--- src/hdl/dgse_pkg.sv ---
// ----------------------------------------------------------------------------
// dgse_pkg
// Shared types and constants of the shortest-path eccentricity block.
// ----------------------------------------------------------------------------
package dgse_pkg;

   localparam int NODE_PORT_W   = 7;
   localparam int WEIGHT_PORT_W = 16;
   localparam int CFG_W         = 8;
   localparam int RESULT_W      = 23;

   localparam logic [RESULT_W-1:0] OUT_MAX = 23'd8388607;

   typedef enum logic [0:0] {
      ALU_SELECT = 1'b0,
      ALU_RELAX  = 1'b1
   } alu_op_type;

   typedef struct packed {
      logic less;
      logic a_zero;
      logic b_zero;
      logic c_zero;
   } alu_flags_type;

endpackage

--- src/hdl/dgse_alu.sv ---
// ----------------------------------------------------------------------------
// dgse_alu
// Shared adder and comparator: the comparator serves both the select and relax scans, the adder only the relax scan.
// ----------------------------------------------------------------------------
module dgse_alu
   import dgse_pkg::*;
#(
   parameter int DIST_W = 23
) (
   input  alu_op_type        op,
   input  logic [DIST_W-1:0] opa,
   input  logic [DIST_W-1:0] opb,
   input  logic [DIST_W-1:0] opc,
   output logic [DIST_W-1:0] sum,
   output alu_flags_type     flags
);

   logic [DIST_W-1:0] cmp_lhs;
   logic [DIST_W-1:0] cmp_rhs;

   assign sum = opa + opb;

   always_comb begin
      case (op)
         ALU_RELAX: begin
            cmp_lhs = sum;
            cmp_rhs = opc;
         end
         ALU_SELECT: begin
            cmp_lhs = opa;
            cmp_rhs = opb;
         end
         default: begin
            cmp_lhs = opa;
            cmp_rhs = opb;
         end
      endcase
   end

   always_comb begin
      flags.less   = cmp_lhs < cmp_rhs;
      flags.a_zero = (opa == '0);
      flags.b_zero = (opb == '0);
      flags.c_zero = (opc == '0);
   end

endmodule

--- config.mk ---
export PLATFORM = sky130hd
export DESIGN_NAME = dgse_alu
export DESIGN_NICKNAME = d
export VERILOG_FILES = /design/src/hdl/dgse_pkg.sv /design/src/hdl/dgse_alu.sv
export SDC_FILE = /design/constraint.sdc
export NUM_CORES = 1
export LEC_CHECK = 0
export BUFFER_PORTS_ARGS = -buffer_cell sky130_fd_sc_hd__buf_2
export CORE_ASPECT_RATIO = 0.9
export CORE_MARGIN = 4
export CORE_UTILIZATION = 48
export DETAILED_ROUTE_END_ITERATION = 10
export GPL_ROUTABILITY_DRIVEN = 0
export PLACE_DENSITY = 0.89
export SYNTH_ARGS = -nofsm -noshare
export SYNTH_HDL_FRONTEND = slang
export SYNTH_SLANG_ARGS = --single-unit
--- constraint.sdc ---
create_clock -name vclk -period 4.8
set_input_delay 0.48 -clock vclk [all_inputs]
set_output_delay 0.48 -clock vclk [all_outputs]
set_load 0.02 [all_outputs]
---- Yosys cells after proc, flatten, opt, wreduce, memory -nomap -nowiden ----
Cells that the tools add are included.
operators by class
  bitwise operators ....................... 1
  mux-type cells .......................... 2
  multiply operators ...................... 0
  shift-type cells ........................ 0
  $add $sub $neg .......................... 1
  reduce and logical (&&, ||, !) cells .... 3
  div/mod/pow operators ................... 0
  magnitude comparators ................... 1
  equal/unequal tests ..................... 0
operators by type and width
  cell               count
  $pmux W23 S2       2
  $logic_not A23 Y1  3
  $add A23 B23 Y23   1
  $lt A23 B23 Y1     1
  $not A1 Y1         1
storage, ports and cells
  bits in latches ......................... 0
  input bits .............................. 70
  ROM bits ................................ 0
  RAM bits ................................ 0
  logic and storage cells ................. 8
  output and inout bits ................... 27
  flip-flop bits (word level) ............. 0
  memories kept ........................... 0

---- Longest topological paths before layout ----
  depth in word-level cells ............... 3
  gate-level depth with buffers ........... 16
  mapped depth without buffers ............ 16

---- Worst setup path before layout ----
OpenSTA, ideal clock, no wires.
  path type ............................... in2out
  from .................................... in opa[0]
  to ...................................... out flags[3] (netlist name)
  stages .................................. 16
  slack ................................... 0.371 ns
  data arrival time ....................... 3.949 ns
  buffers on the path ..................... 0
  required time ........................... 4.320 ns
  cells stage by stage .................... ha_1 > fa_1 > a21o_2 > a221oi_4 > o21ai_4 > a31oi_4 > xnor2_1 > mux2_2 > ha_1 > a21o_1 > a21o_1 > a21oi_1 > o21ai_0 > a221oi_1 > o21ai_0 > a31oi_1
RTL lines
  element             RTL line        text
  start: declaration  dgse_alu.sv:11  input logic [DIST_W-1:0] opa,
  end: declaration    dgse_alu.sv:15  output alu_flags_type flags

==> results.cfg <==
[timing]
maxSlewViolCount = 0
setup_ws_ns = 0.203
maxSlewHeadroom = 0.515
tightest_slew_ns = 0.727
finalCritPeriodShare = 0.958
rsz0062_at_grt = no
setup_viol = 0
final-hold-violation-count = 0
fin_setup_tns_ns = 0
min_period_ns = 4.60
timing.fmax_mhz = 218

[drt]
totalWireLength_um = 7900
first_pass_iters = 4
drtIter0Drc = 168
routed-via-count = 2799
ant_nets = 0
routedWlPerCell_um = 17.4
vias_per_cell = 6.18
route.detailed.drc = 0

[floorplan]
dieArea_um2 = 6040
pin_count = 97
coreArea_um2 = 4580
die_w_um = 81.5
fp-row-count = 23
die_h_um = 74.1
start_util = 0.509

[grt]
grt_max_degree = 30
grt_pass1_wl_um = 12000
grt_pass1_vias = 2651
globalRouteTotalUtil = 0.247
grt.overflow.total = 0
antenna_found_initial = 0

[pwr]
p_sw_mw = 0.284
leakage_nw = 1.49
internal_power_mw = 0.209
swShare = 0.576
power.total_mw = 0.493
comb_power_share = 1.000
vdd_ir_drop_max_mv = 0.101
pwr-share-clk = 0
power_density_nw_per_um2 = 170
seqPwrFrac = 0

[yosys]
synthCells = 299
yosys.area_share.adder = 0.245
avgSynthCellArea_um2 = 7.80
synth_top_area_frac = 0.236
synth_top_family_by_area = compound AO/OA/AOI/OAI gates
yosysSeqAreaShare = 0
synth_xor_area_frac = 0.0751
muxShareOfSynthArea = 0.181
yosys_warnings = 0
synth_compound_area_frac = 0.268
syn_nets = 414
synth_cell_types = 50
syn_area_um2 = 2330
synth_top_area_cell = ha_1
synth_area_leaders = ha_1, mux2i_1, mux2_2
yosys.area_share.simple = 0.196

[critical_path]
crit_required_ns = 4.32
cp_max_fo = 5
crit_type = in -> out
cp-end-kind = output pin
critical_path_buf_inv_count = 2
cp_data_arrival_time_ns = 4.12
path_cells = buf_2 > ha_1 > fa_2 > a21o_2 > a221oi_4 > o21ai_4 > a31oi_4 > xnor2_1 > mux2_2 > ha_1 > a21o_1 > a21o_1 > a21oi_1 > o21ai_1 > a221oi_1 > o21ai_1 > a31oi_1 > buf_4
max_stage_delay_ns = 0.35
cpLargestDelayFamily = compound AO/OA/AOI/OAI gates
cp_slowest_cell = fa_2
start_kind = input pin

[final_layout]
final_cell_mix = buf_2, ha_1, mux2i_1
drive_gt1_frac = 0.343
antenna_cells = 0
clkbuf_count = 0
layout_commonest_cell = buf_2
design.seq.count = 0
area.sequential_um2 = 0
nNetsFinal = 508
area_delta_synth_final_pct = 24.3

[clocking]
hold_buffers = 0

[status]
status = complete, no violations

[place]
port_buffers = 97
pre_cts_ws_ns = 0.196
hpwl_um = 6780

[worst_hold_path]
hold_class = in -> out

[job]
cap_violations = 0
-- cell type report --
cell class         count  area [um2]
repair buffers       102         526
multi-input cells    278        2250
inverters             11        41.3
fillers              409        1680
well taps             62        77.6
-- Yosys cell counts, types with 2 or more instances --
master and count:
ha_1 44, mux2i_1 23, a21oi_1 21, a21o_1 20, nor2_1 19, mux2_2 17, nand2_1 17, nor4_1 16
xnor2_1 16, nand4_1 12, inv_1 11, o21ai_0 9, clkbuf_1 8, nand3_1 8, nor3_1 7, a31oi_1 5
xor2_1 4, nand2b_1 3, o21bai_1 3, a211oi_1 2, a21boi_0 2, a21o_2 2, and3_2 2, o311a_1 2
-- kinds of logic after synthesis --
family          Yosys count
simple gates             89
compound gates           84
fa+ha+maj                45
mux                      40
buf+inv                  21
xor+xnor                 20
-- path summary, 6_finish.rpt --
path | start | endpoint | slack, ns | cells after the start
worst max-delay path | opa[0] | flags[3] | 0.20 | 18
worst min-delay path | opc[22] | flags[0] | 1.34 | 5
-- what timing repair did --
action,CTS,global route
setup buffers,0,3
setup endpoints to repair,0,1
gates resized for setup,0,4
-- tightest hold or removal path, delay by kind of cell --
| family | cells | cell delay (ns) |
|---|---|---|
| buffers and inverters | 2 | 0.24 |
| and+or+nand+nor | 3 | 0.15 |
-- metrics by stage --
step,area (um2),hold WS (ns),std cells,util
finish,2900,1.34,453,0.633
global route,2900,1.37,453,0.633
CTS,2870,1.34,450,0.627
detailed placement,2870,1.34,450,0.627
global placement,2870,1.34,450,0.627
floorplan,2330,1.11,299,-
-- power by group through the flow --
stage	registers [mW]	logic (mW)	clock network, mW
4_1_cts	0	0.480	0
6_report	0	0.493	0
5_1_grt	0	0.534	0
2_1_floorplan	0	0.329	0
3_5_place_dp	0	0.476	0
3_3_place_gp	0	0.465	0
-- per-layer routing --
metal / vias to the layer above / GRT usage / share of wire
met5: - / 0 / 0
met4: 0 / 0.0769 / 0.034
met3: 24 / 0.0218 / 0.075
met2: 149 / 0.426 / 0.46
met1: 1269 / 0.325 / 0.43
li1: 1357 / - / -
No activity file was read; power rests on OpenSTA's default activity.
