--- config.mk ---
export PLATFORM = sky130hd
export DESIGN_NAME = dgse_ram
export DESIGN_NICKNAME = d
export VERILOG_FILES = /design/src/hdl/dgse_ram.sv
export SDC_FILE = /design/constraint.sdc
export NUM_CORES = 2
export LEC_CHECK = 0
export BUFFER_PORTS_ARGS = -buffer_cell sky130_fd_sc_hd__buf_2
export CORE_UTILIZATION = 63
export CTS_CLUSTER_SIZE = 10
export DETAILED_ROUTE_END_ITERATION = 12
export PLACE_DENSITY = 0.85
export SLEW_MARGIN = 10
export SYNTH_ARGS = -nofsm -noshare
export SYNTH_HDL_FRONTEND = slang
export SYNTH_SLANG_ARGS = --single-unit
--- constraint.sdc ---
create_clock -name clock -period 3 [get_ports clock]
set_input_delay 0.15 -clock clock [delete_from_list [all_inputs] [get_ports clock]]
set_output_delay 0.15 -clock clock [all_outputs]
set_load 0.05 [all_outputs]
--- src/hdl/dgse_ram.sv ---
// ----------------------------------------------------------------------------
// dgse_ram
// Simple dual-port RAM: one write port, one read port with registered data.
// ----------------------------------------------------------------------------
module dgse_ram #(
   parameter int ADDR_W = 7,
   parameter int DATA_W = 16
) (
   input  logic              clock,
   input  logic              wr_en,
   input  logic [ADDR_W-1:0] wr_addr,
   input  logic [DATA_W-1:0] wr_data,
   input  logic [ADDR_W-1:0] rd_addr,
   output logic [DATA_W-1:0] rd_data
);

   logic [DATA_W-1:0] mem [2**ADDR_W];
   logic [DATA_W-1:0] rd_data_ff;

   always_ff @(posedge clock) begin
      if (wr_en) begin
         mem[wr_addr] <= wr_data;
      end
      rd_data_ff <= mem[rd_addr];
   end

   assign rd_data = rd_data_ff;

endmodule

Word-level counts from Yosys, hierarchy flattened
Memory sizes are Yosys's and may differ from the RTL's. A register that Yosys moved wholly into a read port is not among the register bits.
Cells that the tools add are included.
- multiplexer cells: 2
- operator list (kind ; count):
    $mux W1 ; 2
- bits in registers: 0
- bits in writable memories: 2048
- output and inout port bits: 16
- logic and storage cells: 3
- memories kept: 1
- memories (memory ; depth ; bits a word ; rd ports ; clocked after memory_dff ; wr ports ; line ; source):
    mem ; 128 ; 16 ; 1 ; 1 ; 1 ; 17 ; logic [DATA_W-1:0] mem [2**ADDR_W];

Longest topological paths before layout
- word-level depth: 2
- gate-level depth with buffers: 7
- depth with buffers taken out: 4

Least setup slack after synthesis
Ideal clock, no wire load.
- path type: in2reg
- from: input port rd_addr[0]
- to: register rd_data_ff[0], in the netlist rd_data[0], read port of mem
- arrival time: 2.524 ns
- required time: 2.879 ns
- path slack: 0.355 ns
- stages on the path: 6
- cells stage by stage: buf_2 buf_1 mux4_2 mux4_2 mux4_2 mux2_2
- RTL lines (item ; line ; source):
    start: declaration ; 13 ; input logic [ADDR_W-1:0] rd_addr,
    end: declaration ; 18 ; logic [DATA_W-1:0] rd_data_ff;

==> impl_metrics.sql <==
INSERT INTO impl_metrics (metric_group, metric, value, unit) VALUES
('critical_path', 'critical_path.max_fanout', '1', ''),
('global_routing', 'via_count_of_the_first_global_routing_pass', '41300', ''),
('timing', 'finalHoldViolations', '0', ''),
('timing', 'worst_pin_slew', '1.34', 'ns'),
('drt', 'vias', '41200', ''),
('critical_path', 'required', '3.71', 'ns'),
('global_routing', 'track_usage', '39.6', '%'),
('finish', 'n_fill_cell', '6024', ''),
('synthesis', 'syn-num-nets', '3118', ''),
('timing', 'final_max_slew_viol_count', '0', ''),
('synthesis', 'yosys_cell_types', '17', ''),
('critical_path', 'critPathMostFrequentCell', 'mux4_2', ''),
('critical_path', 'cell_at_the_slowest_stage_of_the_critical_path', 'mux4_2', ''),
('timing', 'grt_setup_unrepaired', 'false', ''),
('outcome', 'run_status', 'finished clean', ''),
('worst_hold_path', 'hold_path_end', 'mem[9][4]$_DFFE_PP_', ''),
('worst_hold_path', 'whs_path_depth', '1', ''),
('run', 'drv_cap', '0', ''),
('power_and_ir_drop', 'power.total', '60500', 'uW'),
('global_routing', 'antenna_found_initial', '32', ''),
('drt', 'routed_length_on_met3', '40200', 'um'),
('clock_tree', 'clkSinkCount', '2064', ''),
('synthesis', 'post-synth-top-area-cell', 'edfxtp_1', ''),
('power_and_ir_drop', 'switching_share', '22.3', '%'),
('timing', 'fmax', '366', 'MHz'),
('synthesis', 'synth-seq-area-share', '78.7', '%'),
('power_and_ir_drop', 'p_int', '47000', 'uW'),
('power_and_ir_drop', 'sequential_cell_fraction_of_total_power', '52.9', '%'),
('synthesis', 'syn-instance-count', '3086', ''),
('timing', 'finalWorstPathRequiredPeriod', '2.73', 'ns'),
('timing', 'clock-skew-final', '0.0296', 'ns'),
('clock_tree', 'insertion_delay', '0.85', 'ns'),
('critical_path', 'timing.critical_path.arrival', '3.44', 'ns'),
('critical_path', 'critPathCaptureType', 'register', ''),
('timing', 'setup-tns-final', '0', 'ns'),
('worst_hold_path', 'hold_path_class', 'in2reg', ''),
('drt', 'highest_layer', 'met5', ''),
('global_routing', 'grt_first_pass_wirelength', '337000', 'um'),
('synthesis', 'synth_top_area_share', '78.3', '%'),
('drt', 'met2_length', '114000', 'um'),
('floorplanning', 'fp.dieH', '355', 'um'),
('power_and_ir_drop', 'ir_drop', '0.641', 'mV'),
('critical_path', 'critical_path.max_stage_delay', '0.65', 'ns'),
('global_routing', 'grt_max_degree', '129', ''),
('global_routing', 'gr-total-overflow', '0', ''),
('timing', 'rel_slew_slack', '10.8', '%'),
('power_and_ir_drop', 'p_switching', '13500', 'uW'),
('clock_tree', 'tritoncts', 'yes', ''),
('critical_path', 'setup.worst_path.start_class', 'register', ''),
('drt', 'dr.pass1.iters', '8', ''),
('drt', 'finalWirelength', '243000', 'um'),
('floorplanning', 'floorplan.rows', '129', ''),
('placement', 'numPlacedInstances', '4882', ''),
('finish', 'final-instance-count-excl-fill', '5222', ''),
('drt', 'via_per_inst', '7.89', ''),
('timing', 'final_min_period_over_clock_period', '91.0', '%'),
('clock_tree', 'cts_inserted_buffers', '225', ''),
('critical_path', 'worstReg2RegStart', 'mem[75][3]$_DFFE_PP_', ''),
('critical_path', 'reg_to_reg_slack_setup', '0.27', 'ns'),
('power_and_ir_drop', 'static-leakage-power', '0.0280', 'uW'),
('floorplanning', 'floorplan.initialDensity', '63.5', '%'),
('finish', 'post_route_cells_drive_above_1_share', '35.3', '%'),
('placement', 'dp_hpwl', '123000', 'um'),
('floorplanning', 'num_io_pins', '48', ''),
('floorplanning', 'fp.dieArea', '126000', 'sq um'),
('critical_path', 'critical_register_to_register_path_endpoint', 'rd_data[3]$_DFF_P_', ''),
('critical_path', 'timing.setup.critical_path_class', 'reg2reg', ''),
('power_and_ir_drop', 'share_comb_of_total_power', '5.7', '%'),
('timing', 'setup-violations-final', '0', ''),
('drt', 'drt_iter0_markers', '8870', ''),
('floorplanning', 'core', '124000', 'sq um');
## cell usage in the layout (no fill, tap or decap)
| cell | count |
|---|---|
| buf_12 | 54 |
| buf_16 | 1 |
| buf_2 | 27 |
| buf_4 | 237 |
| buf_6 | 2 |
| buf_8 | 3 |
| bufinv_16 | 1 |
| clkbuf_1 | 72 |
| clkbuf_16 | 230 |
| clkinv_1 | 1 |
| clkinv_8 | 5 |
| clkinvlp_4 | 1 |
| dfxtp_1 | 16 |
| diode_2 | 12 |
| dlygate4sd3_1 | 12 |
| edfxtp_1 | 2048 |
| inv_16 | 1 |
| inv_6 | 4 |
| mux2_2 | 16 |
| mux4_2 | 672 |
| nand2_1 | 14 |
| nand2b_1 | 2 |
| nand3_1 | 12 |
| nand4_1 | 3 |
| nor2_1 | 122 |
| nor2b_1 | 7 |
| nor3_2 | 9 |
| or3_1 | 1 |
## stage by stage
| stage | utilization (%) | hold slack (ns) | setup WS (ns) | area [sq um] |
|---|---|---|---|---|
| after detailed placement | 67.1 | 0.665 | -0.0434 | 83000 |
| after CTS | 72.2 | 0.0247 | 0.349 | 89300 |
| after floorplan | - | 0.249 | 0.355 | 78500 |
| final | 72.3 | 0.0703 | 0.270 | 89400 |
| after global routing | 72.3 | 0.0669 | 0.269 | 89300 |
| after global placement | 67.1 | 0.666 | 0.0247 | 83000 |
## worst max-delay path by stage
stage	to	slack, ns	depth (start not counted)
2_1_floorplan	rd_data[0]$_DFF_P_	0.35	6
3_3_place_gp	rd_data[5]$_DFF_P_	0.02	7
3_5_place_dp	rd_data[9]$_DFF_P_	-0.04	7
4_1_cts	rd_data[3]$_DFF_P_	0.35	4
5_1_grt	rd_data[3]$_DFF_P_	0.27	4
6_report	rd_data[3]$_DFF_P_	0.27	4
## Yosys cell counts
cell         n
edfxtp_1  2048
mux4_2     672
nor2_1     122
clkbuf_1    82
buf_2       52
buf_1       28
dfxtp_1     16
mux2_2      16
nand2_1     14
nand3_1     12
nor3_1       9
nor2b_1      7
nand4_1      3
nand2b_1     2
buf_4        1
buf_6        1
or3_1        1
## per-layer routing
| layer | GRT usage, % | vias to the layer above |
|---|---|---|
| met3 | 12.6 | 1076 |
| li1 | - | 14200 |
| met5 | 0.377 | - |
| met4 | 21.4 | 32 |
| met2 | 60.5 | 5066 |
| met1 | 51.6 | 20800 |
## state kept, by name (all words and copies together), names as in the netlist
signal   flops
mem       2048
rd_data     16
## worst max-delay path, delay by kind of cell (launching register included)
family / cells / cell delay (ns)
mux: 4 / 2.11
flops: 1 / 0.48
## repair_timing
| item | CTS | global route |
|---|---|---|
| buffers inserted | 0 | 0 |
| hold buffers | 11 | 1 |
| endpoints found under the hold margin | 486 | 27 |
| resized for setup | 0 | 0 |
## cell families after synthesis
kind of cell  count (synthesis)  synth area share, %
mux                         688                 19.5
flops                      2064                 78.7
simple gates                170                0.888
buf+inv                     164                0.881
## power groups by stage
| stage | registers (uW) | logic [uW] | clock network [uW] |
|---|---|---|---|
| after floorplan | 32600 | 1560 | 0 |
| after global placement | 32600 | 2990 | 0 |
| after detailed placement | 32600 | 3180 | 0 |
| after CTS | 32000 | 3330 | 25000 |
| after global routing | 32000 | 3460 | 26000 |
| final | 32000 | 3450 | 25100 |
## final cells by class
class | count | share of cell area [%]
Clock buffer | 302 | 6.74
Clock inverter | 13 | 0.199
Tap cell | 1637 | 2.29
Antenna cell | 12 | 0.0336
Timing Repair Buffer | 336 | 3.59
Sequential cell | 2064 | 69.2
Multi-Input combinational cell | 858 | 18.0
No activity file was read; power rests on OpenSTA's default activity.
